==> src/rtl/u8lcd_pkg.sv <==
// ----------------------------------------------------------------------------
// u8lcd_pkg
// Shared types, constants and the two-byte letter table for the column writer.
// ----------------------------------------------------------------------------
package u8lcd_pkg;

  localparam int unsigned MAX_COLUMNS = 40;
  localparam int unsigned COL_W       = 6;

  localparam logic [COL_W-1:0] MAX_COL_C = COL_W'(MAX_COLUMNS);

  localparam logic [COL_W-1:0] RST_COLUMN_LIMIT  = 6'd16;
  localparam logic [7:0]       RST_PAD_CHARACTER = 8'h20;
  localparam logic             RST_PAD_ENABLE    = 1'b1;

  localparam logic [7:0] QMARK_C = 8'h3F;

  typedef enum logic [1:0] {
    CFG_COLUMN_LIMIT  = 2'd0,
    CFG_PAD_CHARACTER = 2'd1,
    CFG_PAD_ENABLE    = 2'd2
  } cfg_idx_t;

  typedef struct packed {
    logic [COL_W-1:0] column_limit;
    logic [7:0]       pad_character;
    logic             pad_enable;
  } cfg_t;

  // one queued word: a character, or a terminator with its end details
  typedef struct packed {
    logic             is_term;
    logic             qmark;
    logic [7:0]       ch;
    logic [COL_W-1:0] left;
  } cmd_t;

  function automatic logic [7:0] map_pair(input logic [7:0] lead, input logic [7:0] trail);
    logic [7:0] res;
    case ({lead, trail})
      16'hC485: res = 8'h61;
      16'hC487: res = 8'h63;
      16'hC499: res = 8'h65;
      16'hC582: res = 8'h6C;
      16'hC584: res = 8'h6E;
      16'hC3B3: res = 8'h6F;
      16'hC59B: res = 8'h73;
      16'hC5BA: res = 8'h7A;
      16'hC5BC: res = 8'h7A;
      16'hC484: res = 8'h41;
      16'hC486: res = 8'h43;
      16'hC498: res = 8'h45;
      16'hC581: res = 8'h4C;
      16'hC583: res = 8'h4E;
      16'hC393: res = 8'h4F;
      16'hC59A: res = 8'h53;
      16'hC5B9: res = 8'h5A;
      16'hC5BB: res = 8'h5A;
      default:  res = QMARK_C;
    endcase
    return res;
  endfunction

endpackage

==> src/rtl/u8lcd_if.sv <==
// ----------------------------------------------------------------------------
// u8lcd_if
// Valid/ready channel interfaces: text input, display output, register write.
// ----------------------------------------------------------------------------
interface u8lcd_text_if;
  logic       valid;
  logic       ready;
  logic [7:0] text_byte;

  modport source (output valid, output text_byte, input ready);
  modport sink   (input valid, input text_byte, output ready);
endinterface

interface u8lcd_disp_if;
  logic                           valid;
  logic                           ready;
  logic [7:0]                     display_char;
  logic                           char_valid;
  logic [u8lcd_pkg::COL_W-1:0]    columns_left;
  logic                           end_of_string;

  modport source (output valid, output display_char, output char_valid,
                  output columns_left, output end_of_string, input ready);
  modport sink   (input valid, input display_char, input char_valid,
                  input columns_left, input end_of_string, output ready);
endinterface

interface u8lcd_cfg_if;
  logic       valid;
  logic       ready;
  logic [1:0] index;
  logic [7:0] data;

  modport source (output valid, output index, output data, input ready);
  modport sink   (input valid, input index, input data, output ready);
endinterface

==> src/rtl/utf8_polish_to_lcd_column_writer_core.sv <==
// A word is stored in the command queue and then in the back end's output register before it shows on out_ch.
// Throughput: one text byte per cycle while the two-word command queue has room.
// A terminator expands to up to MAX_COLUMNS words, one per cycle while out_ch is ready;
// bytes keep being taken meanwhile until the queue fills.
// Reset: synchronous, active low; registers return to limit 16, pad 0x20, pad on.
// ----------------------------------------------------------------------------
// utf8_polish_to_lcd_column_writer_core
// Top level: configuration registers, front end, command queue and back end.
// ----------------------------------------------------------------------------
module utf8_polish_to_lcd_column_writer_core (
  input  logic                 clk,
  input  logic                 rst_n,
  u8lcd_text_if.sink           in_ch,
  u8lcd_disp_if.source         out_ch,
  u8lcd_cfg_if.sink            cfg_ch
);

  u8lcd_pkg::cfg_t cfg_r;
  u8lcd_pkg::cmd_t push_cmd;
  u8lcd_pkg::cmd_t head;
  logic            push;
  logic            pop;
  logic            q_full;
  logic            head_valid;

  assign cfg_ch.ready = 1'b1;

  always_ff @(posedge clk) begin
    if (!rst_n) begin
      cfg_r.column_limit  <= u8lcd_pkg::RST_COLUMN_LIMIT;
      cfg_r.pad_character <= u8lcd_pkg::RST_PAD_CHARACTER;
      cfg_r.pad_enable    <= u8lcd_pkg::RST_PAD_ENABLE;
    end else if (cfg_ch.valid) begin
      case (cfg_ch.index)
        u8lcd_pkg::CFG_COLUMN_LIMIT:  cfg_r.column_limit  <= cfg_ch.data[u8lcd_pkg::COL_W-1:0];
        u8lcd_pkg::CFG_PAD_CHARACTER: cfg_r.pad_character <= cfg_ch.data;
        u8lcd_pkg::CFG_PAD_ENABLE:    cfg_r.pad_enable    <= cfg_ch.data[0];
        default: begin
        end
      endcase
    end
  end

  u8lcd_front u_front (
    .clk        (clk),
    .rst_n      (rst_n),
    .cfg        (cfg_r),
    .text_valid (in_ch.valid),
    .text_byte  (in_ch.text_byte),
    .text_ready (in_ch.ready),
    .q_full     (q_full),
    .push       (push),
    .push_cmd   (push_cmd)
  );

  u8lcd_fifo u_fifo (
    .clk        (clk),
    .rst_n      (rst_n),
    .push       (push),
    .push_cmd   (push_cmd),
    .pop        (pop),
    .full       (q_full),
    .head_valid (head_valid),
    .head       (head)
  );

  u8lcd_back u_back (
    .clk            (clk),
    .rst_n          (rst_n),
    .cfg            (cfg_r),
    .head_valid     (head_valid),
    .head           (head),
    .pop            (pop),
    .out_valid      (out_ch.valid),
    .out_ready      (out_ch.ready),
    .out_char       (out_ch.display_char),
    .out_char_valid (out_ch.char_valid),
    .out_left       (out_ch.columns_left),
    .out_end        (out_ch.end_of_string)
  );

`ifndef SYNTHESIS
  a_left_only_at_end: assert property (@(posedge clk) disable iff (!rst_n)
    out_ch.valid && !out_ch.end_of_string |-> out_ch.columns_left == '0)
    else $error("columns_left set on a word that does not end the string");

  a_report_is_end: assert property (@(posedge clk) disable iff (!rst_n)
    out_ch.valid && !out_ch.char_valid |-> out_ch.end_of_string && out_ch.display_char == 8'h00)
    else $error("pure end report malformed");

  a_left_in_range: assert property (@(posedge clk) disable iff (!rst_n)
    out_ch.valid |-> out_ch.columns_left <= u8lcd_pkg::MAX_COL_C)
    else $error("columns_left beyond column maximum");

  a_no_push_when_full: assert property (@(posedge clk) disable iff (!rst_n)
    q_full |-> !push)
    else $error("command pushed into full queue");
`endif

endmodule

==> src/rtl/u8lcd_front.sv <==
// ----------------------------------------------------------------------------
// u8lcd_front
// Accepts text bytes, pairs lead bytes, counts columns and queues commands.
// ----------------------------------------------------------------------------
module u8lcd_front (
  input  logic                          clk,
  input  logic                          rst_n,
  input  u8lcd_pkg::cfg_t               cfg,
  input  logic                          text_valid,
  input  logic [7:0]                    text_byte,
  output logic                          text_ready,
  input  logic                          q_full,
  output logic                          push,
  output u8lcd_pkg::cmd_t               push_cmd
);

  logic                          lead_r, lead_nxt;
  logic [7:0]                    held_r, held_nxt;
  logic [u8lcd_pkg::COL_W-1:0]   used_r, used_nxt;
  logic [u8lcd_pkg::COL_W-1:0]   lim;
  logic [u8lcd_pkg::COL_W-1:0]   used_end;
  logic                          full;
  logic                          acc;

  assign text_ready = !q_full;
  assign acc        = text_valid && text_ready;
  assign lim        = (cfg.column_limit > u8lcd_pkg::MAX_COL_C) ?
                      u8lcd_pkg::MAX_COL_C : cfg.column_limit;
  assign full       = used_r >= lim;

  always_comb begin
    lead_nxt          = lead_r;
    held_nxt          = held_r;
    used_nxt          = used_r;
    push              = 1'b0;
    push_cmd.is_term  = 1'b0;
    push_cmd.qmark    = 1'b0;
    push_cmd.ch       = text_byte;
    push_cmd.left     = '0;
    used_end          = used_r;
    if (acc) begin
      if (text_byte != 8'h00) begin
        if (full) begin
          lead_nxt = 1'b0;
          held_nxt = '0;
        end else if (lead_r) begin
          push        = 1'b1;
          push_cmd.ch = u8lcd_pkg::map_pair(held_r, text_byte);
          lead_nxt    = 1'b0;
          held_nxt    = '0;
          used_nxt    = used_r + 1'b1;
        end else if (text_byte[7]) begin
          lead_nxt = 1'b1;
          held_nxt = text_byte;
        end else begin
          push     = 1'b1;
          used_nxt = used_r + 1'b1;
        end
      end else begin
        push             = 1'b1;
        push_cmd.is_term = 1'b1;
        push_cmd.qmark   = lead_r && !full;
        push_cmd.ch      = '0;
        used_end         = used_r + {{(u8lcd_pkg::COL_W-1){1'b0}}, push_cmd.qmark};
        push_cmd.left    = (used_end < lim) ? (lim - used_end) : '0;
        lead_nxt         = 1'b0;
        held_nxt         = '0;
        used_nxt         = '0;
      end
    end
  end

  always_ff @(posedge clk) begin
    if (!rst_n) begin
      lead_r <= 1'b0;
      held_r <= '0;
      used_r <= '0;
    end else begin
      lead_r <= lead_nxt;
      held_r <= held_nxt;
      used_r <= used_nxt;
    end
  end

endmodule

==> src/rtl/u8lcd_fifo.sv <==
// ----------------------------------------------------------------------------
// u8lcd_fifo
// Two-word command queue between the front and back ends.
// ----------------------------------------------------------------------------
module u8lcd_fifo (
  input  logic             clk,
  input  logic             rst_n,
  input  logic             push,
  input  u8lcd_pkg::cmd_t  push_cmd,
  input  logic             pop,
  output logic             full,
  output logic             head_valid,
  output u8lcd_pkg::cmd_t  head
);

  u8lcd_pkg::cmd_t mem_r [2];
  logic            wr_ptr_r, wr_ptr_nxt;
  logic            rd_ptr_r, rd_ptr_nxt;
  logic [1:0]      cnt_r, cnt_nxt;
  logic            do_pop;

  assign full       = cnt_r == 2'd2;
  assign head_valid = cnt_r != 2'd0;
  assign head       = mem_r[rd_ptr_r];
  assign do_pop     = pop && head_valid;

  always_comb begin
    wr_ptr_nxt = wr_ptr_r ^ push;
    rd_ptr_nxt = rd_ptr_r ^ do_pop;
    cnt_nxt    = cnt_r + {1'b0, push} - {1'b0, do_pop};
  end

  always_ff @(posedge clk) begin
    if (push) begin
      mem_r[wr_ptr_r] <= push_cmd;
    end
  end

  always_ff @(posedge clk) begin
    if (!rst_n) begin
      wr_ptr_r <= 1'b0;
      rd_ptr_r <= 1'b0;
      cnt_r    <= '0;
    end else begin
      wr_ptr_r <= wr_ptr_nxt;
      rd_ptr_r <= rd_ptr_nxt;
      cnt_r    <= cnt_nxt;
    end
  end

endmodule

==> src/rtl/u8lcd_back.sv <==
// ----------------------------------------------------------------------------
// u8lcd_back
// Expands queued commands into display words: characters, '?', pads, end.
// ----------------------------------------------------------------------------
module u8lcd_back (
  input  logic                          clk,
  input  logic                          rst_n,
  input  u8lcd_pkg::cfg_t               cfg,
  input  logic                          head_valid,
  input  u8lcd_pkg::cmd_t               head,
  output logic                          pop,
  output logic                          out_valid,
  input  logic                          out_ready,
  output logic [7:0]                    out_char,
  output logic                          out_char_valid,
  output logic [u8lcd_pkg::COL_W-1:0]   out_left,
  output logic                          out_end
);

  logic                          valid_r;
  logic                          qdone_r, qdone_nxt;
  logic [u8lcd_pkg::COL_W-1:0]   cnt_r, cnt_nxt;
  logic [u8lcd_pkg::COL_W-1:0]   cnt_inc;
  logic [7:0]                    char_r, char_nxt;
  logic                          cv_r, cv_nxt;
  logic [u8lcd_pkg::COL_W-1:0]   left_r, left_nxt;
  logic                          end_r, end_nxt;
  logic                          load;
  logic                          emit;
  logic                          last;

  assign load    = !valid_r || out_ready;
  assign emit    = head_valid && load;
  assign pop     = emit && last;
  assign cnt_inc = cnt_r + 1'b1;

  always_comb begin
    char_nxt  = head.ch;
    cv_nxt    = 1'b1;
    left_nxt  = '0;
    end_nxt   = 1'b0;
    last      = 1'b1;
    qdone_nxt = qdone_r;
    cnt_nxt   = cnt_r;
    if (head.is_term) begin
      if (head.qmark && !qdone_r) begin
        char_nxt  = u8lcd_pkg::QMARK_C;
        last      = 1'b0;
        qdone_nxt = 1'b1;
      end else if (cfg.pad_enable && head.left != '0) begin
        char_nxt = cfg.pad_character;
        last     = cnt_inc == head.left;
        end_nxt  = last;
        left_nxt = last ? head.left : '0;
        cnt_nxt  = cnt_inc;
      end else begin
        char_nxt = '0;
        cv_nxt   = 1'b0;
        left_nxt = head.left;
        end_nxt  = 1'b1;
      end
    end
    if (last) begin
      qdone_nxt = 1'b0;
      cnt_nxt   = '0;
    end
  end

  always_ff @(posedge clk) begin
    if (!rst_n) begin
      valid_r <= 1'b0;
      qdone_r <= 1'b0;
      cnt_r   <= '0;
    end else begin
      if (load) begin
        valid_r <= head_valid;
      end
      if (emit) begin
        qdone_r <= qdone_nxt;
        cnt_r   <= cnt_nxt;
      end
    end
  end

  always_ff @(posedge clk) begin
    if (emit) begin
      char_r <= char_nxt;
      cv_r   <= cv_nxt;
      left_r <= left_nxt;
      end_r  <= end_nxt;
    end
  end

  assign out_valid      = valid_r;
  assign out_char       = char_r;
  assign out_char_valid = cv_r;
  assign out_left       = left_r;
  assign out_end        = end_r;

endmodule

==> src/flat_wrapper.sv <==
// flat-port wrapper written by rule: the top's interface ports become plain ports
module utf8_polish_to_lcd_column_writer_core_flat 
  (clk, rst_n, in_ch_valid, in_ch_text_byte, in_ch_ready, out_ch_valid, out_ch_display_char, out_ch_char_valid, out_ch_columns_left, out_ch_end_of_string, out_ch_ready, cfg_ch_valid, cfg_ch_index, cfg_ch_data, cfg_ch_ready);
  u8lcd_text_if in_ch_i ();
  u8lcd_disp_if out_ch_i ();
  u8lcd_cfg_if cfg_ch_i ();
  input  logic clk;
  input  logic rst_n;
  input wire logic [$bits(in_ch_i.valid)-1:0] in_ch_valid;
  input wire logic [$bits(in_ch_i.text_byte)-1:0] in_ch_text_byte;
  output wire logic [$bits(in_ch_i.ready)-1:0] in_ch_ready;
  output wire logic [$bits(out_ch_i.valid)-1:0] out_ch_valid;
  output wire logic [$bits(out_ch_i.display_char)-1:0] out_ch_display_char;
  output wire logic [$bits(out_ch_i.char_valid)-1:0] out_ch_char_valid;
  output wire logic [$bits(out_ch_i.columns_left)-1:0] out_ch_columns_left;
  output wire logic [$bits(out_ch_i.end_of_string)-1:0] out_ch_end_of_string;
  input wire logic [$bits(out_ch_i.ready)-1:0] out_ch_ready;
  input wire logic [$bits(cfg_ch_i.valid)-1:0] cfg_ch_valid;
  input wire logic [$bits(cfg_ch_i.index)-1:0] cfg_ch_index;
  input wire logic [$bits(cfg_ch_i.data)-1:0] cfg_ch_data;
  output wire logic [$bits(cfg_ch_i.ready)-1:0] cfg_ch_ready;
  assign in_ch_i.valid = in_ch_valid;
  assign in_ch_i.text_byte = in_ch_text_byte;
  assign in_ch_ready = in_ch_i.ready;
  assign out_ch_valid = out_ch_i.valid;
  assign out_ch_display_char = out_ch_i.display_char;
  assign out_ch_char_valid = out_ch_i.char_valid;
  assign out_ch_columns_left = out_ch_i.columns_left;
  assign out_ch_end_of_string = out_ch_i.end_of_string;
  assign out_ch_i.ready = out_ch_ready;
  assign cfg_ch_i.valid = cfg_ch_valid;
  assign cfg_ch_i.index = cfg_ch_index;
  assign cfg_ch_i.data = cfg_ch_data;
  assign cfg_ch_ready = cfg_ch_i.ready;
  utf8_polish_to_lcd_column_writer_core u_core (.clk(clk), .rst_n(rst_n), .in_ch(in_ch_i), .out_ch(out_ch_i), .cfg_ch(cfg_ch_i));
endmodule
==> config.mk <==
export PLATFORM = sky130hd
export DESIGN_NAME = utf8_polish_to_lcd_column_writer_core_flat
export DESIGN_NICKNAME = d
export VERILOG_FILES = /design/src/rtl/u8lcd_pkg.sv /design/src/rtl/u8lcd_if.sv /design/src/rtl/utf8_polish_to_lcd_column_writer_core.sv /design/src/rtl/u8lcd_front.sv /design/src/rtl/u8lcd_fifo.sv /design/src/rtl/u8lcd_back.sv /design/src/flat_wrapper.sv
export SDC_FILE = /design/constraint.sdc
export NUM_CORES = 1
export LEC_CHECK = 0
export ABC_AREA = 1
export BUFFER_PORTS_ARGS = -buffer_cell sky130_fd_sc_hd__buf_2
export CAP_MARGIN = 30
export CORE_MARGIN = 1
export CORE_UTILIZATION = 45
export CTS_BUF_LIST = sky130_fd_sc_hd__clkbuf_8
export CTS_CLUSTER_DIAMETER = 40
export CTS_CLUSTER_SIZE = 30
export DETAILED_ROUTE_END_ITERATION = 7
export GPL_TIMING_DRIVEN = 0
export HOLD_SLACK_MARGIN = 0.12
export SETUP_SLACK_MARGIN = 0.02
export SYNTH_ARGS = -nofsm -noshare
export SYNTH_HDL_FRONTEND = slang
export SYNTH_SLANG_ARGS = --single-unit
==> constraint.sdc <==
create_clock -name clk -period 6.3 [get_ports clk]
set_input_delay 1.89 -clock clk [delete_from_list [all_inputs] [get_ports clk]]
set_output_delay 1.89 -clock clk [all_outputs]
set_load 0.005 [all_outputs]
==> results of run 1 <==
## path summary, 6_finish.rpt
| kind | from | end | slack (ns) | depth (start not counted) |
|---|---|---|---|---|
| max | u_core.cfg_r[10] | u_core.u_fifo.mem_r[0][5] | 2.15 | 29 |
| min | u_core.cfg_r[6] | u_core.cfg_r[6] | 0.48 | 2 |
| max reg2reg | u_core.cfg_r[10] | u_core.u_fifo.mem_r[0][5] | 2.15 | 29 |
| min reg2reg | u_core.cfg_r[6] | u_core.cfg_r[6] | 0.48 | 2 |
## worst max-delay path: cells and delay by family, from the launching register on
family | cells | cell delay [ns]
AO/OA/AOI/OAI | 4 | 0.74
XOR/XNOR | 1 | 0.13
adder cells (fa/ha/maj) | 4 | 1.00
buffers and inverters | 2 | 0.11
flip-flops | 1 | 0.39
AND/OR/NAND/NOR | 18 | 1.53
## through the flow
stage | setup WS (ns) | hold WS [ns] | instance area, µm² | power [W] | utilization
after floorplan | 2.222 | 0.4292 | 4980 | 0.001194 | -
after global placement | 1.617 | 0.4503 | 5345 | 0.001349 | 0.4952
after detailed placement | 2.161 | 0.4562 | 5368 | 0.001376 | 0.4973
after CTS | 2.138 | 0.4813 | 5545 | 0.001740 | 0.5138
after global routing | 1.482 | 0.5043 | 5545 | 0.001840 | 0.5138
final | 2.148 | 0.4808 | 5545 | 0.001731 | 0.5138
## power by group
| group | switching (W) | internal, W |
|---|---|---|
| logic | 0.000376 | 0.000202 |
| clock network | 0.000226 | 0.000145 |
| registers | 0.0000358 | 0.000745 |
| total | 0.000638 | 0.00109 |
## routing by layer
| layer | vias to the layer above | part of all wire |
|---|---|---|
| met5 | - | 0 |
| met4 | 0 | 0.014 |
| met3 | 11 | 0.039 |
| met2 | 89 | 0.47 |
| met1 | 1953 | 0.47 |
| li1 | 2142 | - |
## registers in the layout, indices dropped and copies added, names as in the netlist, named ones only
register and count:
u_core.u_fifo.wr_ptr_r 1, u_core.u_back.out_char_valid 1, u_core.u_front.used_r 6, u_core.u_fifo.cnt_r 2, u_core.u_back.out_left 6, u_core.cfg_r 15, u_core.u_back.out_valid 1, u_core.u_back.out_end 1
u_core.u_front.held_r 8, u_core.u_fifo.mem_r 32, u_core.u_back.qdone_r 1, u_core.u_back.out_char 8, u_core.u_back.cnt_r 6, u_core.u_front.lead_r 1, u_core.u_fifo.rd_ptr_r 1
## cells by family after synthesis
| logic type | after synthesis |
|---|---|
| and+or+nand+nor | 311 |
| DFF | 91 |
| AOI/OAI and AO/OA | 90 |
| buffers and inverters | 87 |
| adders and majority gates | 20 |
| xor gates and xnor gates | 11 |
| other | 1 |
## cell type report
class,instances,share of cell area
multi-input cells,433,0.4181
flip-flops and latches,91,0.4152
inverters,75,0.05122
repair buffers,40,0.03791
well taps,140,0.03159
clock buffers,9,0.02234
plain buffers,12,0.01399
clock inverters,7,0.009702
## layout by cell type (no fill, tap or decap), drive strengths merged, types with 21 or more instances in the layout
| cell | n |
|---|---|
| nand3 | 50 |
| a21oi | 40 |
| nor2 | 91 |
| dfxtp | 43 |
| nand4 | 21 |
| o21ai | 36 |
| edfxtp | 48 |
| nand2 | 134 |
| buf | 50 |
| inv | 75 |
==> qor.csv, run 1 <==
metric,value,unit
Static Leak,2.393,nW
Main synth FF type,edfxtp_1,
synthesized area per cell,8.150,µm²
CTS tree,done,
top-count cell post-synth,nand2_1,
area delta synth->final,11.36,%
Synth Area in XOR/XNOR,0.01935,
RSZ-0062 raised after global routing,no,
sequential area share after synthesis,0.4623,
Pre-antenna DRT Iters,5,
arrival time at the worst endpoint,4.27,ns
Max-Cap Viols,0,
mux cell area share after synthesis,0,
Worst-path clk slew,0.10,ns
M3 GR Usage,0.03283,
Num CTS Buffers,9,
Critical Path Sink Type,flip-flop,
cts repair resizes,0,
height of the die,107.2,µm
post-route setup TNS,0,ns
Final Hold Viols,0,
Worst Tran Pin Value,0.8153,ns
DR WL/cell,13.99,µm
post-CTS setup buffer count,0,
CORE AREA,10790,µm²
status,completed,
antenna cells,0,
GRT Resource Usage Total,0.2112,
Sequential Area,2302,µm²
CTS sink cnt,91,
grt met2 use,0.3562,
setup violators final,0,
post-DP HPWL,8614,µm
synthesized area,4980,µm²
largest family of logic cells by synthesized area,simple AND/OR/NAND/NOR gates,
die width,107.2,µm
clock buffer depth,2,
largest net degree at the start of global routing,17,
clock root buffer,clkbuf_8,
worst-path cell with the longest stage delay,dfxtp_1,
Multi-input gate area,2318,µm²
period utilization,0.6590,
first-pass GRT wire length,18700,µm
commonest cells in the netlist,"nand2_1 (127), nor2_1 (79), inv_1 (64), edfxtp_1 (48), nand3_1 (47)",
worst-path fanout max,6,
startpoint types,flip-flop,
Initial Util,0.4614,
Filler Cell Count,1045,
Critical Path Most Common Cell,nand2_1,
Compound-Gate Fraction of Synth Area,0.1023,
synthesis-stage register bit count,91,
Iter 0 DRT Violations,240,
Die Footprint,11490,µm²
Worst-Skew Late Latency,0.38,ns
Max Freq,0.2409,GHz
DR vias,4195,
vias in the first global route,3909,
GPL Wtd Cong,0.8997,
post-synth net total,654,
Synth Area in Simple Gates,0.2910,
final net count,705,
IO Port Bufs,38,
Slowest Stage Delay on Critical Path,0.39,ns
Synth area leaders,"edfxtp_1 (29%), dfxtp_1 (17%), nand2_1 (9.6%)",
# hold bufs at CTS,0,
post-route DRC violation count,0,
Synth top area share,0.2894,
PD cells,312.1,nW/µm²
final WL,11290,µm
GR peak layer,met2,
# IOs,42,
GR Overflow Total,0,
Synth area leader,edfxtp_1,
count of different cell masters after synthesis,47,
clock skew,0.01893,ns
GRT met1 Usage,0.2730,
Final Max Tran Viols,0,
# placed instances,791,
"non-filler cells, final",807,
worst ir drop on vdd,0.0001139,V
vias per inst,5.198,
Worst Hold Class,reg2reg,
Crit Path Category,reg2reg,
Final Critical Period,4.152,ns
Post-synth EDFFs,48,
Detail Route Antenna Nets,0,
post-synthesis cell count,611,
initial antenna violation count,0,
H-tree depth,3,
synth warn,0,
CP required,6.41,ns
FP Rows,38,
proportion of layout cells with a drive suffix above 1,0.1589,
async set-reset flop share out of synthesis,0,
relative slew slack,0.4564,
adder and majority gate portion of the synthesized area,0.05176,
Note: power is estimated with default switching activity, not from simulation.
==> run 2, diff against run 1 <==
Clock period 6.3 ns to 4.17 ns, I/O delays scaled along.
==> run 2 against run 1 <==
  * Core utilization increased by 0.88 points
  * Die area unchanged
  * Hold slack got worse by 0.00062 ns
  * Global-route usage unchanged
  * Register-to-register slack got worse by 1.8 ns
  * Clock-buffer cell count unchanged
  * Cell count increased by 0.74%
  * Sequential share of layout area decreased by 0.57 points
  * Sequential power increased by 51%
  * Largest power group unchanged
==> qor.csv, run 2 (synthesis gave the netlist of run 1 again) <==
metric,value,unit
status,completed,
CORE AREA,10790,µm²
vias in the first global route,3909,
die width,107.2,µm
CTS tree,done,
Detail Route Antenna Nets,0,
Filler Cell Count,1029,
Final Critical Period,3.838,ns
FF-to-FF Start,u_core.cfg_r[9],
design area,5640,µm²
DR WL/cell,14.02,µm
Crit Path Category,reg2reg,
most frequent cells in the layout,"nand2_1 (124), nor2_1 (77), inv_1 (64)",
GR Overflow Total,0,
GRT Resource Usage Total,0.2112,
worst-path fanout max,5,
final WL,11400,µm
clock buffer depth,2,
# placed instances,791,
# IOs,42,
FP Rows,38,
Initial Util,0.4614,
Final Hold Viols,0,
clock root buffer,clkbuf_8,
# hold bufs at CTS,0,
Worst Hold Class,reg2reg,
GPL Wtd Cong,0.8997,
antenna cells,0,
period utilization,0.9203,
height of the die,107.2,µm
PD cells,467.7,nW/µm²
Final Max Tran Viols,0,
post-route DRC violation count,0,
initial antenna violation count,0,
Max Freq,0.2606,GHz
"non-filler cells, final",813,
largest registers,"u_core.u_fifo.mem_r (32), u_core.cfg_r (15)",
Sequential Area,2310,µm²
Iter 0 DRT Violations,271,
Pre-antenna DRT Iters,5,
Die Footprint,11490,µm²
area delta synth->final,13.27,%
setup violators final,0,
placed cell areas,5368,µm²
CTS sink cnt,91,
first-pass GRT wire length,18700,µm
post-DP HPWL,8614,µm
vias per inst,5.241,
startpoint of the worst hold path,u_core.cfg_r[6],
worst ir drop on vdd,0.0001736,V
Worst-path clk slew,0.10,ns
H-tree depth,3,
Critical Path Sink Type,flip-flop,
"commonest non-fill, non-tap cell in the layout",nand2_1,
Worst Tran Pin Value,0.8189,ns
worst setup margin,0.3323,ns
clock skew,0.01711,ns
relative slew slack,0.4540,
final net count,711,
max reg flops,32,
Max-Cap Viols,0,
IO Port Bufs,38,
startpoint types,flip-flop,
DR vias,4261,
Num CTS Buffers,9,
largest net degree at the start of global routing,17,
Worst-Skew Late Latency,0.38,ns
CP required,4.29,ns
Multi-input gate area,2361,µm²
crit path from,u_core.cfg_r[9],
Largest Register,u_core.u_fifo.mem_r,
arrival time at the worst endpoint,3.96,ns
Final Core Density,0.5226,
dpl ws,0.06153,ns
proportion of layout cells with a drive suffix above 1,0.1872,
Static Leak,2.419,nW
total power,0.002638,W
-- run 2: changes by cell type in the layout (fill, tap and decap cells not counted), moves of 2 or more --
cell / before / now
ha_1: 19 / 17
dfxtp_1: 43 / 39
dfxtp_2: 0 / 3
nand2_1: 127 / 124
o21ai_0: 24 / 22
nand2_2: 5 / 8
buf_4: 1 / 7
ha_2: 0 / 2
-- run 2: worst paths after layout --
path	to	slack (ns)	depth (start not counted)
setup / recovery	u_core.u_fifo.mem_r[0][5]	0.33	26
hold / removal	u_core.cfg_r[6]	0.48	2
setup reg to reg	u_core.u_fifo.mem_r[0][5]	0.33	26
hold reg to reg	u_core.cfg_r[6]	0.48	2
-- run 2: repair_timing --
item                                    CTS  global route
endpoints found under the setup margin    1            12
pin swaps                                 0             9
setup buffers                             0             6
resized for setup                         1            18
-- run 2: routing by layer --
layer / share of wire / global-route usage
met1: 0.46 / 0.2730
met2: 0.48 / 0.3562
met3: 0.045 / 0.03283
met4: 0.014 / 0.07828
met5: 0 / 0
-- run 2: power by group --
group	internal (W)	leakage (nW)	switching (W)
logic	0.000319	1.53	0.000578
clock network	0.000220	0.0835	0.000342
registers	0.00113	0.801	0.0000542
total	0.00166	2.42	0.000974
-- run 2: layout make-up --
type | count | share of cell area
Multi-Input combinational cell | 433 | 0.4186
Inverter | 75 | 0.05035
Clock buffer | 9 | 0.02196
Sequential cell | 91 | 0.4095
Timing Repair Buffer | 46 | 0.04525
Buffer | 12 | 0.01375
Tap cell | 140 | 0.03106
Clock inverter | 7 | 0.009539
-- run 2: per-stage QoR --
| stage | setup TNS, ns | hold WS, ns |
|---|---|---|
| finish | 0 | 0.4802 |
| global route | -0.1534 | 0.5043 |
| CTS | 0 | 0.4813 |
| detailed placement | 0 | 0.4562 |
| global placement | 0 | 0.4503 |
| floorplan | 0 | 0.4292 |
-- run 2: worst max-delay path, stage by stage (launching register included) --
cell	delay [ns]
dfxtp_4	0.37
nor3_2	0.16
o21ai_1	0.07
nand2_1	0.11
nand2_1	0.16
ha_1	0.33
nand2_1	0.07
nand2_1	0.05
nand2_1	0.07
nand3_1	0.07
nand2_1	0.06
nand2_1	0.07
nand2_2	0.12
nand2_2	0.07
nor2_4	0.15
ha_2	0.19
ha_2	0.18
xnor2_1	0.07
ha_1	0.37
nand2_1	0.08
nor2_1	0.04
a211oi_2	0.24
nor2_1	0.07
o21ai_1	0.17
nand2_1	0.08
o21ai_2	0.10
nor2_1	0.06
